### src/ipsc_pkg.sv
// Shared definitions for the inactivity power state controller.
// Power state codes, command codes and configuration reset values.
// No dependencies.
package ipsc_pkg;

    // Power state codes
    localparam logic [1:0] ST_ACTIVE  = 2'd0;
    localparam logic [1:0] ST_DISPOFF = 2'd1;
    localparam logic [1:0] ST_IDLE    = 2'd2;
    localparam logic [1:0] ST_SLEEP   = 2'd3;

    // Command codes
    localparam logic [2:0] CMD_UPDATE    = 3'd0;
    localparam logic [2:0] CMD_ACTIVITY  = 3'd1;
    localparam logic [2:0] CMD_DISP_ACT  = 3'd2;
    localparam logic [2:0] CMD_FORCE     = 3'd3;
    localparam logic [2:0] CMD_EMERGENCY = 3'd4;

    // Configuration register indexes
    localparam logic [1:0] CFG_DISPLAY_TIMEOUT = 2'd0;
    localparam logic [1:0] CFG_IDLE_TIMEOUT    = 2'd1;
    localparam logic [1:0] CFG_DISPLAY_WAKE    = 2'd2;
    localparam logic [1:0] CFG_IDLE_WAKE       = 2'd3;

    // Configuration reset values (ms)
    localparam logic [31:0] RST_DISPLAY_TIMEOUT = 32'd30000;
    localparam logic [31:0] RST_IDLE_TIMEOUT    = 32'd300000;
    localparam logic [31:0] RST_DISPLAY_WAKE    = 32'd1000;
    localparam logic [31:0] RST_IDLE_WAKE       = 32'd5000;

    // Power-saving flags
    typedef struct packed {
        logic display;
        logic low_clock;
        logic wifi_save;
        logic ble_save;
    } t_flags;

    localparam t_flags FLAGS_RESET = '{display: 1'b1, low_clock: 1'b0,
                                       wifi_save: 1'b0, ble_save: 1'b0};

endpackage

### src/inactivity_power_state_controller_top.sv
// An accepted transaction passes through the input register, then the result register.
// Throughput: one transaction per cycle while the result channel does not stall; the state
// update for one transaction is a pair of 32-bit subtracts and compares, all combinational.
// Reset: synchronous, active low; power state returns to active, display on, other
// flags off, timestamps zero and configuration registers to their default values.
// Holds the whole controller; depends on ipsc_pkg.
module inactivity_power_state_controller_top
    import ipsc_pkg::*;
(
    input  logic        i_clk,
    input  logic        i_rst_n,
    // configuration write port
    input  logic        i_cfg_wr_en,
    input  logic [1:0]  i_cfg_index,
    input  logic [31:0] i_cfg_data,
    // input channel
    input  logic        i_in_valid,
    output logic        o_in_stall,
    input  logic [2:0]  i_command,
    input  logic [31:0] i_now_ms,
    input  logic [1:0]  i_target_state,
    // result channel
    output logic        o_out_valid,
    input  logic        i_out_stall,
    output logic [1:0]  o_power_state,
    output logic        o_display_on,
    output logic        o_cpu_low_clock,
    output logic        o_wifi_save_on,
    output logic        o_ble_save_on,
    output logic        o_sleep_request
);

    // configuration registers
    logic [31:0] r_display_timeout;
    logic [31:0] r_idle_timeout;
    logic [31:0] r_display_wake;
    logic [31:0] r_idle_wake;

    // input register
    logic        r_in_valid;
    logic [2:0]  r_command;
    logic [31:0] r_now_ms;
    logic [1:0]  r_target;

    // controller state
    logic [1:0]  r_mode,     n_mode;
    logic [31:0] r_last_any, n_last_any;
    logic [31:0] r_last_disp, n_last_disp;
    t_flags      r_flags,    n_flags;
    logic        n_pulse;

    // result register
    logic        r_out_valid;
    logic [1:0]  r_out_state;
    t_flags      r_out_flags;
    logic        r_out_pulse;

    logic        out_free;
    logic        fire;
    logic [31:0] since_any;
    logic [31:0] since_disp;
    logic        idle_to_sleep;
    logic [1:0]  force_tgt;
    logic        do_force;

    assign out_free   = !r_out_valid || !i_out_stall;
    assign fire       = r_in_valid && out_free;
    assign o_in_stall = r_in_valid && !out_free;

    // configuration writes
    always_ff @(posedge i_clk) begin
        if (!i_rst_n) begin
            r_display_timeout <= RST_DISPLAY_TIMEOUT;
            r_idle_timeout    <= RST_IDLE_TIMEOUT;
            r_display_wake    <= RST_DISPLAY_WAKE;
            r_idle_wake       <= RST_IDLE_WAKE;
        end else if (i_cfg_wr_en) begin
            unique case (i_cfg_index)
                CFG_DISPLAY_TIMEOUT: r_display_timeout <= i_cfg_data;
                CFG_IDLE_TIMEOUT:    r_idle_timeout    <= i_cfg_data;
                CFG_DISPLAY_WAKE:    r_display_wake    <= i_cfg_data;
                CFG_IDLE_WAKE:       r_idle_wake       <= i_cfg_data;
            endcase
        end
    end

    // input register: refills whenever it is not held by a stalled result
    always_ff @(posedge i_clk) begin
        if (!i_rst_n) begin
            r_in_valid <= 1'b0;
        end else if (!o_in_stall) begin
            r_in_valid <= i_in_valid;
        end
    end

    always_ff @(posedge i_clk) begin
        if (i_in_valid && !o_in_stall) begin
            r_command <= i_command;
            r_now_ms  <= i_now_ms;
            r_target  <= i_target_state;
        end
    end

    // elapsed times, modulo 2^32; deep-sleep limit is twice the idle timeout in 33 bits
    assign since_any     = r_now_ms - r_last_any;
    assign since_disp    = r_now_ms - r_last_disp;
    assign idle_to_sleep = {1'b0, since_any} > {r_idle_timeout, 1'b0};

    // state update for the transaction in the input register
    always_comb begin
        n_mode      = r_mode;
        n_last_any  = r_last_any;
        n_last_disp = r_last_disp;
        n_flags     = r_flags;
        n_pulse     = 1'b0;
        do_force    = 1'b0;
        force_tgt   = r_target;

        unique case (r_command)
            CMD_UPDATE: begin
                unique case (r_mode)
                    ST_ACTIVE: begin
                        if (since_disp > r_display_timeout) begin
                            n_mode            = ST_DISPOFF;
                            n_flags.display   = 1'b0;
                            n_flags.low_clock = 1'b1;
                            n_flags.wifi_save = 1'b1;
                        end
                    end
                    ST_DISPOFF: begin
                        if (since_any > r_idle_timeout) begin
                            n_mode            = ST_IDLE;
                            n_flags.low_clock = 1'b1;
                            n_flags.wifi_save = 1'b1;
                            n_flags.ble_save  = 1'b1;
                        end else if (since_disp < r_display_wake) begin
                            n_mode          = ST_ACTIVE;
                            n_flags.display = 1'b1;
                        end
                    end
                    ST_IDLE: begin
                        if (idle_to_sleep) begin
                            n_mode  = ST_SLEEP;
                            n_pulse = 1'b1;
                        end else if (since_any < r_idle_wake) begin
                            do_force  = 1'b1;
                            force_tgt = ST_ACTIVE;
                        end
                    end
                    ST_SLEEP: begin
                    end
                endcase
            end
            CMD_ACTIVITY: begin
                n_last_any = r_now_ms;
                do_force   = 1'b1;
                force_tgt  = ST_ACTIVE;
            end
            CMD_DISP_ACT: begin
                n_last_any  = r_now_ms;
                n_last_disp = r_now_ms;
                do_force    = 1'b1;
                force_tgt   = ST_ACTIVE;
            end
            CMD_FORCE: begin
                do_force = 1'b1;
            end
            CMD_EMERGENCY: begin
                n_mode            = ST_IDLE;
                n_flags.display   = 1'b0;
                n_flags.low_clock = 1'b1;
                n_flags.wifi_save = 1'b1;
                n_flags.ble_save  = 1'b1;
            end
            default: begin
            end
        endcase

        // forced move; a force to the current state changes nothing
        if (do_force && (force_tgt != r_mode)) begin
            n_mode = force_tgt;
            unique case (force_tgt)
                ST_ACTIVE: begin
                    n_flags = FLAGS_RESET;
                end
                ST_DISPOFF: begin
                    n_flags.display   = 1'b0;
                    n_flags.low_clock = 1'b1;
                    n_flags.wifi_save = 1'b1;
                end
                ST_IDLE: begin
                    n_flags.display   = 1'b0;
                    n_flags.low_clock = 1'b1;
                    n_flags.wifi_save = 1'b1;
                    n_flags.ble_save  = 1'b1;
                end
                ST_SLEEP: begin
                    n_pulse = 1'b1;
                end
            endcase
        end
    end

    // controller state registers
    always_ff @(posedge i_clk) begin
        if (!i_rst_n) begin
            r_mode      <= ST_ACTIVE;
            r_last_any  <= '0;
            r_last_disp <= '0;
            r_flags     <= FLAGS_RESET;
        end else if (fire) begin
            r_mode      <= n_mode;
            r_last_any  <= n_last_any;
            r_last_disp <= n_last_disp;
            r_flags     <= n_flags;
        end
    end

    // result register
    always_ff @(posedge i_clk) begin
        if (!i_rst_n) begin
            r_out_valid <= 1'b0;
        end else if (fire) begin
            r_out_valid <= 1'b1;
        end else if (!i_out_stall) begin
            r_out_valid <= 1'b0;
        end
    end

    always_ff @(posedge i_clk) begin
        if (fire) begin
            r_out_state <= n_mode;
            r_out_flags <= n_flags;
            r_out_pulse <= n_pulse;
        end
    end

    assign o_out_valid     = r_out_valid;
    assign o_power_state   = r_out_state;
    assign o_display_on    = r_out_flags.display;
    assign o_cpu_low_clock = r_out_flags.low_clock;
    assign o_wifi_save_on  = r_out_flags.wifi_save;
    assign o_ble_save_on   = r_out_flags.ble_save;
    assign o_sleep_request = r_out_pulse;

`ifndef ASSERT_OFF
    // a sleep request is only raised on a transaction that leaves a non-sleep state
    a_pulse_on_entry: assert property (@(posedge i_clk) disable iff (!i_rst_n)
        fire && n_pulse |-> (r_mode != ST_SLEEP) && (n_mode == ST_SLEEP))
        else $error("sleep request without deep-sleep entry");

    // every way into active turns the display on
    a_active_display: assert property (@(posedge i_clk) disable iff (!i_rst_n)
        (r_mode == ST_ACTIVE) |-> r_flags.display)
        else $error("active state with display off");

    // a processed transaction always produces a result next cycle
    a_fire_result: assert property (@(posedge i_clk) disable iff (!i_rst_n)
        fire |=> r_out_valid)
        else $error("transaction processed but no result presented");

    // a delivered sleep request always reports deep sleep
    a_out_pulse_state: assert property (@(posedge i_clk) disable iff (!i_rst_n)
        r_out_valid && r_out_pulse |-> (r_out_state == ST_SLEEP))
        else $error("sleep request reported outside deep sleep");
`endif

endmodule
### config.mk
export PLATFORM = sky130hd
export DESIGN_NAME = inactivity_power_state_controller_top
export DESIGN_NICKNAME = d
export VERILOG_FILES = /design/src/ipsc_pkg.sv /design/src/inactivity_power_state_controller_top.sv
export SDC_FILE = /design/constraint.sdc
export NUM_CORES = 1
export LEC_CHECK = 0
export BUFFER_PORTS_ARGS = -buffer_cell sky130_fd_sc_hd__buf_4
export CAP_MARGIN = 20
export CELL_PAD_IN_SITES_DETAIL_PLACEMENT = 0
export CELL_PAD_IN_SITES_GLOBAL_PLACEMENT = 2
export CORE_MARGIN = 1
export CORE_UTILIZATION = 41
export DETAILED_ROUTE_END_ITERATION = 8
export PLACE_DENSITY = 0.86
export SYNTH_ARGS = -nofsm -noshare
export SYNTH_HDL_FRONTEND = slang
export SYNTH_SLANG_ARGS = --single-unit
### constraint.sdc
create_clock -name i_clk -period 12.6 [get_ports i_clk]
set_clock_uncertainty 0.15 [all_clocks]
set_input_delay 2.52 -clock i_clk [delete_from_list [all_inputs] [get_ports i_clk]]
set_output_delay 2.52 -clock i_clk [all_outputs]
set_load 0.1 [all_outputs]
## Word-level counts from Yosys, hierarchy flattened

Cells that the tools add are included.

- Register bits: 244
- Bits of input ports: 76
- Output and inout bits: 9
- Logic and storage cells: 97

- Add/sub/neg operators: 2
- Magnitude comparators: 5
- Equal/unequal tests: 14
- Multiplexer cells: 32
- Reductions and logical operators: 22

Operator list:

| cell | count |
|---|---|
| $gt A32 B32 Y1 | 2 |
| $lt A32 B32 Y1 | 2 |
| $sub A32 B32 Y32 | 2 |
| $gt A32 B33 Y1 | 1 |
| $mux W2 | 8 |
| $mux W1 | 13 |
| $pmux W3 S2 | 2 |
| $reduce_and A2 Y1 | 6 |
| $eq A2 B2 Y1 const B | 5 |
| $pmux W2 S2 | 2 |
| $pmux W4 S2 | 1 |
| $eq A2 B1 Y1 const B | 3 |
| $eq A3 B2 Y1 const B | 2 |
| $logic_not A2 Y1 | 3 |
| $mux W3 | 2 |
| $pmux W2 S3 | 1 |
| $logic_and A1 B1 Y1 | 4 |
| $logic_not A1 Y1 | 4 |
| $mux W4 | 1 |
| $pmux W1 S2 | 2 |
| $reduce_or A2 Y1 | 2 |
| $eq A3 B1 Y1 const B | 1 |
| $eq A3 B3 Y1 const B | 1 |
| $logic_not A3 Y1 | 1 |
| other kinds (4) | 4 |

## Depth between registers and ports, before layout

Gate-level depths: netlist (run 1).

- Depth after elaboration: 10
- Mapped depth: 27
- Gate-level depth less buffers: 27

## Worst setup path before layout (run 1)

No wires, ideal clock.

- Kind: input port to output port
- Start point: input i_out_stall
- End point: output o_in_stall
- Data arrival time: 3331 ps
- Required time: 9930 ps
- Setup slack: 6599 ps
- Stages on the path: 1
- Path buffers: 0
- Path through: and3_1

- Longest elaborated chain between the ends: 4

RTL lines:

| element | RTL line | text |
|---|---|---|
| start, declared | inactivity_power_state_controller_top.sv:24 | `input logic i_out_stall,` |
| $logic_not A1 Y1 | n/a |  |
| $logic_or A1 B1 Y1 | inactivity_power_state_controller_top.sv:66 | `assign out_free = !r_out_valid \|\| !i_out_stall;` |
| $logic_not A1 Y1 | inactivity_power_state_controller_top.sv:68 | `assign o_in_stall = r_in_valid && !out_free;` |
| $logic_and A1 B1 Y1 | inactivity_power_state_controller_top.sv:68 |  |
| end, declared | inactivity_power_state_controller_top.sv:18 | `output logic o_in_stall,` |

No other way between the ends.

## Final worst setup path (run 1)

- Start point: register r_now_ms[0]
- End point: register r_flags[1] (netlist name)

- Longest elaborated chain between the ends: 10
- Elaborated cells on any way between the ends: 26
- Classes of those cells: 2 x add/sub; 4 x order compare; 3 x eq/ne; 14 x mux; 3 x reduce/logical

RTL lines:

| element | RTL line | text |
|---|---|---|
| start, declared | inactivity_power_state_controller_top.sv:42 | `logic [31:0] r_now_ms;` |
| start signal, assigned | inactivity_power_state_controller_top.sv:99 | `r_now_ms <= i_now_ms;` |
| $sub A32 B32 Y32 | inactivity_power_state_controller_top.sv:105 | `assign since_any = r_now_ms - r_last_any;` |
| $lt A32 B32 Y1 | inactivity_power_state_controller_top.sv:145 | `end else if (since_any < r_idle_wake) begin` |
| $mux W2 | inactivity_power_state_controller_top.sv:145 |  |
| $mux W2 | inactivity_power_state_controller_top.sv:142 | `if (idle_to_sleep) begin` |
| $mux W2 | inactivity_power_state_controller_top.sv:121 | `unique case (r_mode)` |
| $pmux W2 S2 | inactivity_power_state_controller_top.sv:119 | `unique case (r_command)` |
| $eq A2 B2 Y1 / $eq A2 B1 Y1 (equally long branches) | inactivity_power_state_controller_top.sv:182 | `unique case (force_tgt)` |
| $reduce_or A2 Y1 (no line) | n/a |  |
| $pmux W3 S2 | inactivity_power_state_controller_top.sv:182 |  |
| $mux W4 * | inactivity_power_state_controller_top.sv:180 | `if (do_force && (force_tgt != r_mode)) begin` |
| end signal, assigned | inactivity_power_state_controller_top.sv:215 | `r_flags <= n_flags;` |
| end, declared | inactivity_power_state_controller_top.sv:49 | `t_flags r_flags, n_flags;` |

Every way passes the cells marked *; elsewhere a longest branch is shown, timed or not.
A chain may end at the register's enable or synchronous reset.

==> results of run 1 <==
[worst min path at each step]
stage | startpoint | end | slack (ns) | depth (start not counted)
6_report | r_display_timeout[6] | r_display_timeout[6] | 0.31 | 2
5_1_grt | r_display_timeout[15] | r_display_timeout[15] | 0.33 | 2
4_1_cts | r_display_timeout[6] | r_display_timeout[6] | 0.32 | 2
3_3_place_gp | r_display_wake[23] | r_display_wake[23] | 0.30 | 2
2_1_floorplan | r_idle_wake[0] | r_idle_wake[0] | 0.29 | 2
3_5_place_dp | r_display_timeout[6] | r_display_timeout[6] | 0.31 | 2
[worst max-delay path: stages, from the launching register on]
cell and delay, ns:
edfxtp_1 0.40, inv_1 0.10, ha_1 0.16, inv_1 0.05, fa_1 0.41, a211oi_1 0.32, o21a_1 0.19, o21ai_0 0.13
a21o_1 0.22, o211ai_1 0.17, o211ai_1 0.26, a21o_1 0.25, a21oi_1 0.17, xnor2_1 0.24, ha_1 0.34, a21oi_1 0.15
a21oi_1 0.07, o21ai_0 0.13, o221a_2 0.22, a21oi_1 0.10, nor3_1 0.51, a31oi_1 0.26, and2_1 0.25, ha_1 0.32
o41ai_1 0.52, nor3_1 0.10
[sequential cells by signal (all words and copies together) (netlist names), 3 cells and up]
signal and cells:
r_idle_wake 32, r_display_wake 32, r_flags 4, r_now_ms 32
r_command 3, r_last_any 32, r_display_timeout 32, r_idle_timeout 32
r_last_disp 32
[per-stage QoR]
step,hold slack (ns),utilization (%),std cells,setup slack [ns]
after detailed placement,0.310,45.0,2484,6.21
after global placement,0.302,45.0,2484,6.32
after floorplan,0.291,-,1945,6.60
final,0.313,47.5,2541,6.25
after CTS,0.318,47.5,2540,6.18
after global routing,0.334,47.5,2541,5.67
[power by group through the flow]
stage | Sequential, mW | Clock, mW | Combinational [mW]
2_1_floorplan | 0.866 | 0 | 0.344
3_3_place_gp | 0.861 | 0 | 0.505
3_5_place_dp | 0.862 | 0 | 0.513
4_1_cts | 0.845 | 0.857 | 0.516
5_1_grt | 0.849 | 0.882 | 0.581
6_report | 0.845 | 0.828 | 0.517
[routing by layer]
layer  vias to the layer above  GRT usage, %  part of all wire, %  routed length [µm]
met4                         0          5.12                  1.8                 803
met5                         -             0                    0                   0
met3                        48          1.89                  4.3                1900
li1                       6822             -                    -                   -
met2                       269          33.4                   41               18000
met1                      6246          34.3                   53               23100
[cells in the final DEF (no fill, tap or decap), types with 17 or more instances in the layout]
cell type	count
a211oi_1	19
a21boi_0	168
a21o_1	52
a21oi_1	104
buf_4	94
clkbuf_16	32
dfxtp_1	200
edfxtp_1	44
ha_1	222
inv_1	214
nand2_1	408
nand3_1	21
nand4_1	30
nor2_1	60
nor2b_1	17
o211ai_1	30
o21a_1	22
o21ai_0	56
xnor2_1	46
[logic make-up after synthesis]
| logic type | count (synthesis) | share of synthesized area, % |
|---|---|---|
| AO/OA/AOI/OAI | 524 | 22.6 |
| XOR/XNOR | 57 | 3.13 |
| flip-flops | 244 | 33.3 |
| multiplexers | 2 | 0.125 |
| adder cells (fa/ha/maj) | 224 | 17.6 |
| AND/OR/NAND/NOR | 613 | 16.6 |
| buffers and inverters | 281 | 6.60 |
[area by class of cell]
| type | instances | area, µm² |
|---|---|---|
| Tap cell | 511 | 639 |
| Multi-Input combinational cell | 1420 | 9620 |
| Clock buffer | 39 | 837 |
| Sequential cell | 244 | 5330 |
| Timing Repair Buffer | 95 | 726 |
| Inverter | 215 | 807 |
| Clock inverter | 17 | 113 |
| Fill cell | 3781 | 20000 |
==> flow_summary.json, run 1 <==
{
  "synth_seq_cells": 244,
  "cp_max_fo": 5,
  "finalSetupViolCount": 0,
  "io_buffer_count": 84,
  "startpoint": "r_now_ms[0]",
  "die_x_um": 199,
  "postCtsSetupRepairBufs": 0,
  "rsz0062_at_grt": "false",
  "crit_path_end_kind": "flip-flop",
  "critical_path_class": "flip-flop to flip-flop",
  "synthTopCellsByArea": "dfxtp_1 (25%), ha_1 (17%), nand2_1 (9.6%)",
  "hpwl_mm": 34.0,
  "worstSetupStartpointType": "flip-flop",
  "std_cell_rows": 71,
  "syn_area_um2": 16000,
  "final_area_um2": 18100,
  "power_mw": 2.19,
  "yosysTopAreaCell": "dfxtp_1",
  "finalHoldViolCount": 0,
  "vias": 13400,
  "numCtsBuffers": 30,
  "synth_edf_count": 44,
  "antenna_found_initial": 0,
  "fmax_ghz": 0.157,
  "die_y_um": 199,
  "clkTransAtPathRegs_ns": 0.06,
  "nets": 2306,
  "overflow": 0,
  "syn_to_final_growth_pct": 13.1,
  "slew_headroom_pct": 34.3,
  "routedWlPerCell_um": 17.2,
  "ys_warn_count": 0,
  "placed_area_um2": 17100,
  "worst_pin_slew_ns": 0.985,
  "synth.avg_cell_area_um2": 8.21,
  "ff2ff_setup_slack_ns": 6.25,
  "p_int_mw": 1.52,
  "cts_sinks": 244,
  "antenna_cells": 0,
  "period_share_pct": 50.4,
  "p_per_area_nw_per_um2": 121,
  "worstHoldPathType": "flip-flop to flip-flop",
  "viasPerCell": 5.27,
  "cp_data_arrival_time_ns": 6.63,
  "reg2reg_from": "r_now_ms[0]",
  "yosysTopAreaCellShare_pct": 25.1,
  "cts_tree": "yes",
  "gp_congestion": 0.879,
  "synthCells": 1945,
  "synth_flop_cell": "dfxtp_1",
  "pwr-share-clk_pct": 37.8,
  "p_switching_uw": 672,
  "status": "complete, no violations",
  "drive_gt1_share_pct": 7.93,
  "fp.coreArea_um2": 38000,
  "power_frac_comb_pct": 23.6,
  "maxSlewViolCount": 0,
  "ys_async_sr_fraction_pct": 0,
  "cts_resized": 0,
  "hold_buffers": 0,
  "sw_frac_of_total_pct": 30.7,
  "irDropWorstVdd_mv": 0.0907,
  "design.die.area_um2": 39700,
  "grt_max_degree": 108,
  "worstPathRequired_ns": 12.88,
  "clock_latency_ns": 0.56,
  "grtUsageTotal_pct": 22.3,
  "htree_levels": 1,
  "synth_most_common_cell": "nand2_1",
  "cts_buffer_depth": 3,
  "tns_ns": 0,
  "r2r_cells": 25,
  "worstSetupEndpoint": "r_flags[1]",
  "drc_errors": 0,
  "grt_pass1_wl_mm": 69.0,
  "antenna_left": 0,
  "drtIter0Drc": 744,
  "reg2reg_to": "r_flags[1]",
  "synth_cell_types": 63,
  "grt_pass1_vias": 12700,
  "synth.net_count": 2245,
  "synth-seq-area-share_pct": 33.3,
  "start_util_pct": 42.0,
  "wl_mm": 43.8,
  "drv_cap": 0,
  "cts_root_buffer": "clkbuf_16",
  "io-pin-count": 85,
  "netlist_top_cells_count": "nand2_1 (408), ha_1 (222), inv_1 (214)",
  "period_needed_ns": 6.35,
  "firstDrtPassIters": 5,
  "p_leak_nw": 7.02,
  "seqPwrFrac_pct": 38.6
}
No activity file was read; power rests on OpenSTA's default activity.
==> inputs of run 2 (changes only) <==
--- a/config.mk
+++ b/config.mk
@@ -10,9 +10,9 @@
 export CELL_PAD_IN_SITES_DETAIL_PLACEMENT = 0
 export CELL_PAD_IN_SITES_GLOBAL_PLACEMENT = 2
 export CORE_MARGIN = 1
-export CORE_UTILIZATION = 41
+export CORE_UTILIZATION = 34
 export DETAILED_ROUTE_END_ITERATION = 8
-export PLACE_DENSITY = 0.86
+export PLACE_DENSITY = 0.76
 export SYNTH_ARGS = -nofsm -noshare
 export SYNTH_HDL_FRONTEND = slang
 export SYNTH_SLANG_ARGS = --single-unit
==> constraint.sdc (replaced) <==
create_clock -name i_clk -period 5.3 [get_ports i_clk]
set_clock_uncertainty 0.15 [all_clocks]
set_input_delay 1.06 -clock i_clk [delete_from_list [all_inputs] [get_ports i_clk]]
set_output_delay 1.06 -clock i_clk [all_outputs]
set_load 0.1 [all_outputs]
==> run 2 against run 1 <==
Register-to-register slack got worse by 6.3 ns. Via count rose by 4.9%. Sequential power rose by 140%. Utilization fell by 2.9 points. Power rose to 2.7 times the previous value. The run now ends with negative setup slack left.
==> flow_summary.json, run 2 (synthesis results as in run 1) <==
{
  "r2r_cells": 26,
  "finalCoreUtilization_pct": 44.6,
  "clock_latency_ns": 0.59,
  "die_y_um": 219,
  "worstSetupStartpointType": "flip-flop",
  "dp.cells": 2767,
  "routedWlPerCell_um": 16.7,
  "antenna_cells": 0,
  "maxSlewViolCount": 0,
  "final_cell_mix": "nand2_1 (405), buf_4 (298), ha_1 (213)",
  "clkTransAtPathRegs_ns": 0.06,
  "holdWs_ns": 0.311,
  "firstDrtPassIters": 5,
  "irDropWorstVdd_mv": 0.256,
  "die_x_um": 219,
  "violations": "negative setup slack",
  "design.die.area_um2": 47800,
  "syn_to_final_growth_pct": 29.7,
  "worst_pin_slew_ns": 0.884,
  "cts_tree": "yes",
  "period_needed_ns": 5.37,
  "io-pin-count": 85,
  "hold_buffers": 0,
  "layout_setup_ws_ns": -0.0729,
  "worstHoldPathType": "flip-flop to flip-flop",
  "std_cell_rows": 79,
  "cts_sinks": 244,
  "antenna_found_initial": 0,
  "io_buffer_count": 84,
  "grt_pass1_wl_mm": 74.7,
  "drc_errors": 0,
  "wl_mm": 47.7,
  "cts_root_buffer": "clkbuf_16",
  "p_leak_nw": 8.33,
  "htree_levels": 1,
  "viasPerCell": 4.92,
  "grt_pass1_vias": 13600,
  "placed_area_um2": 18700,
  "nets": 2520,
  "overflow": 0,
  "grt_max_degree": 99,
  "vias": 14000,
  "period_share_pct": 101,
  "hold_path_depth": 2,
  "final_area_um2": 20700,
  "finalHoldViolCount": 0,
  "antenna_left": 0,
  "worstPathRequired_ns": 5.63,
  "finalSetupViolCount": 8,
  "cp_data_arrival_time_ns": 5.70,
  "fmax_ghz": 0.186,
  "fp.coreArea_um2": 46500,
  "mostFrequentLayoutCell": "nand2_1",
  "dpl_worst_slack_ns": -0.692,
  "crit_path_end_kind": "flip-flop",
  "gp_congestion": 0.853,
  "numCtsBuffers": 31,
  "fin_cells": 2852,
  "drive_gt1_share_pct": 21.6,
  "n_fill_cell": 4653,
  "slew_headroom_pct": 40.8,
  "drv_cap": 0,
  "cts_buffer_depth": 3,
  "drtIter0Drc": 629,
  "tns_ns": -0.266,
  "hpwl_mm": 36.6,
  "cp_max_fo": 5,
  "start_util_pct": 34.4,
  "status": "finished, violations left",
  "grtUsageTotal_pct": 19.9,
  "power_mw": 5.81,
  "critical_path_class": "flip-flop to flip-flop",
  "rsz0062_at_grt": "true",
  "p_per_area_nw_per_um2": 281
}
-- run 2: cell count changes in the layout (fill, tap and decap cells not counted), moves of 8 or more --
cell | before | now
buf_4 | 94 | 298
o21ai_1 | 0 | 9
o21ai_0 | 56 | 41
ha_4 | 0 | 8
xnor2_2 | 0 | 14
xnor2_1 | 46 | 32
a21oi_2 | 0 | 15
ha_1 | 222 | 213
a21oi_1 | 104 | 85
-- run 2: worst max-delay path, stage by stage, from the launching register on --
cell	delay, ns
edfxtp_1	0.40
inv_2	0.10
ha_4	0.14
inv_2	0.03
fa_2	0.34
a211oi_2	0.22
o21a_1	0.18
o21ai_2	0.07
a21o_1	0.22
o211ai_1	0.17
o211ai_1	0.25
a211o_1	0.34
a21oi_2	0.18
xnor2_2	0.12
ha_1	0.30
nand4_1	0.13
nor2_2	0.17
nand4_1	0.15
nor2_1	0.17
a21oi_2	0.07
nor3_4	0.33
a31oi_4	0.16
and2_4	0.18
ha_4	0.17
buf_12	0.13
o41ai_4	0.34
nor3_1	0.08
-- run 2: power by group --
| group | internal [mW] | switching (mW) | total (mW) |
|---|---|---|---|
| clock | 1.33 | 0.867 | 2.20 |
| sequential | 1.96 | 0.0473 | 2.01 |
| combinational | 0.754 | 0.852 | 1.61 |
| total | 4.04 | 1.77 | 5.81 |
-- run 2: repair_timing --
| item | 4_1_cts | 5_1_grt |
|---|---|---|
| endpoints found under the setup margin | 13 | 13 |
| pin swaps | 40 | 62 |
| gates resized for setup | 79 | 73 |
| buffers inserted | 14 | 13 |
-- run 2: layer usage --
layer	vias up	part of all wire, %	wire length (µm)	track usage [%]
li1	7265	-	-	-
met3	59	3.3	1550	2.07
met1	6520	52	24900	29.9
met2	195	42	20000	29.8
met4	0	2.4	1160	5.28
met5	-	0	0	0
-- run 2: layout make-up --
type                            instances  area [µm²]  share of cell area (%)
Timing Repair Buffer                  308        2400                    11.6
Inverter                              215         812                    3.92
Tap cell                              607         759                    3.67
Multi-Input combinational cell       1420       10300                    50.0
Sequential cell                       244        5330                    25.7
Clock buffer                           39         847                    4.09
Clock inverter                         19         221                    1.07
-- run 2: path summary, 6_finish.rpt --
check	startpoint	to	slack [ns]
min reg2reg	r_last_disp[14]	r_last_disp[14]	0.31
max reg2reg	r_now_ms[0]	r_flags[2]	-0.07
max	r_now_ms[0]	r_flags[2]	-0.07
min	r_last_disp[14]	r_last_disp[14]	0.31
==> inputs of run 3 (changes only) <==
--- a/config.mk
+++ b/config.mk
@@ -5,14 +5,15 @@
 export SDC_FILE = /design/constraint.sdc
 export NUM_CORES = 1
 export LEC_CHECK = 0
-export BUFFER_PORTS_ARGS = -buffer_cell sky130_fd_sc_hd__buf_4
 export CAP_MARGIN = 20
 export CELL_PAD_IN_SITES_DETAIL_PLACEMENT = 0
 export CELL_PAD_IN_SITES_GLOBAL_PLACEMENT = 2
+export CORE_ASPECT_RATIO = 0.8
 export CORE_MARGIN = 1
-export CORE_UTILIZATION = 34
+export CORE_UTILIZATION = 36
 export DETAILED_ROUTE_END_ITERATION = 8
-export PLACE_DENSITY = 0.76
+export DONT_BUFFER_PORTS = 1
+export PLACE_DENSITY = 0.77
 export SYNTH_ARGS = -nofsm -noshare
 export SYNTH_HDL_FRONTEND = slang
 export SYNTH_SLANG_ARGS = --single-unit
==> run 3 against run 2 <==
The flow still finishes with violations (negative setup slack). Die area shrank 5.5%. First-iteration DRC count grew 31%. Setup slack worse by 0.068 ns. Maximum frequency fell by 1.2%. Sequential share of layout area is 1.2 points higher. Final area down 4.6%. Sequential power about the same. Flip-flop and latch count is the same.
==> flow_summary.json, run 3 (synthesis results as in run 1) <==
{
  "overflow": 0,
  "power_mw": 5.47,
  "die_y_um": 190,
  "grtUsageTotal_pct": 21.1,
  "drv_cap": 0,
  "mostFrequentLayoutCell": "nand2_1",
  "vias": 13800,
  "violations": "negative setup slack",
  "dp.cells": 2669,
  "max_stage_delay_ns": 0.42,
  "die_x_um": 237,
  "numCtsBuffers": 29,
  "cts_sinks": 244,
  "fp.coreArea_um2": 43500,
  "firstDrtPassIters": 5,
  "drive_gt1_share_pct": 17.9,
  "viasPerCell": 5.02,
  "crit_path_end_kind": "flip-flop",
  "worstHoldPathType": "flip-flop to flip-flop",
  "worst_pin_slew_ns": 1.09,
  "cp_max_fo": 5,
  "final_cell_mix": "nand2_1 (406), buf_4 (216), ha_1 (215)",
  "maxSlewViolCount": 0,
  "finalSetupViolCount": 9,
  "drtIter0Drc": 824,
  "io-pin-count": 85,
  "antenna_left": 0,
  "cp_data_arrival_time_ns": 5.75,
  "hpwl_mm": 36.5,
  "holdWs_ns": 0.312,
  "slew_headroom_pct": 27.1,
  "drc_errors": 0,
  "htree_levels": 1,
  "cpMaxStageDelayCell": "edfxtp_1",
  "p_per_area_nw_per_um2": 277,
  "clock_latency_ns": 0.59,
  "cts_root_buffer": "clkbuf_16",
  "regArea_um2": 5330,
  "nets": 2431,
  "irDropWorstVdd_mv": 0.258,
  "tns_ns": -0.805,
  "fmax_ghz": 0.184,
  "p_leak_nw": 7.77,
  "io_buffer_count": 0,
  "fin_cells": 2750,
  "period_share_pct": 103,
  "worstSetupStartpointType": "flip-flop",
  "multi_input_area_um2": 10200,
  "rsz0062_at_grt": "true",
  "wl_mm": 48.3,
  "routedWlPerCell_um": 17.5,
  "std_cell_rows": 68,
  "grt_pass1_vias": 13000,
  "antenna_found_initial": 0,
  "cts_tree": "yes",
  "grt_pass1_wl_mm": 74.5,
  "worstPathRequired_ns": 5.61,
  "hold_buffers": 0,
  "syn_to_final_growth_pct": 23.7,
  "grt_max_degree": 202,
  "layout_setup_ws_ns": -0.141,
  "gp_congestion": 0.887,
  "clkTransAtPathRegs_ns": 0.06,
  "finalHoldViolCount": 0,
  "start_util_pct": 36.7,
  "n_fill_cell": 4334,
  "design.die.area_um2": 45200,
  "critical_path_class": "flip-flop to flip-flop",
  "status": "finished, violations left",
  "period_needed_ns": 5.44,
  "cts_buffer_depth": 3
}
[run 3: cell count changes in the layout (fill, tap and decap cells not counted), sizes merged]
cell | before | now
bufinv | 4 | 0
clkbuf | 39 | 42
clkinvlp | 2 | 3
clkinv | 13 | 8
buf | 308 | 221
diode | 0 | 2
[run 3: final timing paths]
| check | start | to | slack [ns] | cells after the start |
|---|---|---|---|---|
| worst max register to register | r_now_ms[0] | r_flags[1] | -0.14 | 26 |
| worst min register to register | r_last_any[14] | r_last_any[14] | 0.31 | 2 |
| worst max-delay path | r_now_ms[0] | r_flags[1] | -0.14 | 26 |
| worst min-delay path | r_last_any[14] | r_last_any[14] | 0.31 | 2 |
[run 3: area by class of cell]
type | count | area share (%)
Antenna cell | 2 | 0.0253
Multi-Input combinational cell | 1420 | 51.9
Inverter | 215 | 4.10
Sequential cell | 244 | 27.0
Clock buffer | 42 | 4.33
Clock inverter | 11 | 0.431
Timing Repair Buffer | 221 | 8.49
Tap cell | 595 | 3.77
[run 3: worst max-delay path, delay by kind of cell, from the launching register on]
kind / cells / cell delay [ns]
adders and majority gates: 4 / 0.98
xor gates and xnor gates: 1 / 0.12
and+or+nand+nor: 7 / 1.19
buffers and inverters: 3 / 0.29
AOI/OAI and AO/OA: 11 / 2.19
DFF: 1 / 0.42
[run 3: repair_timing]
item / CTS / global route
gates resized for setup: 76 / 58
buffers inserted: 10 / 17
endpoints found under the setup margin: 13 / 13
cloned: 0 / 0
pin swaps: 39 / 44
[run 3: routing by layer]
layer	vias up	routed length, µm	track usage (%)
li1	7096	-	-
met4	0	707	4.12
met2	228	18400	28.8
met1	6433	27100	33.9
met3	46	2090	3.13
met5	-	0	0
[run 3: report_power, final]
part,switching (mW),internal [mW]
Sequential,0.0734,1.96
Clock,0.862,1.13
Combinational,0.766,0.678
[run 3: stage by stage]
step                utilization (%)  instance area (µm²)  worst slack (ns)
floorplan                         -                16000            0.0482
global placement               41.3                18000            -0.500
detailed placement             41.3                18000            -0.601
CTS                            44.5                19400           -0.0795
global route                   45.4                19700            -0.453
finish                         45.4                19800            -0.141
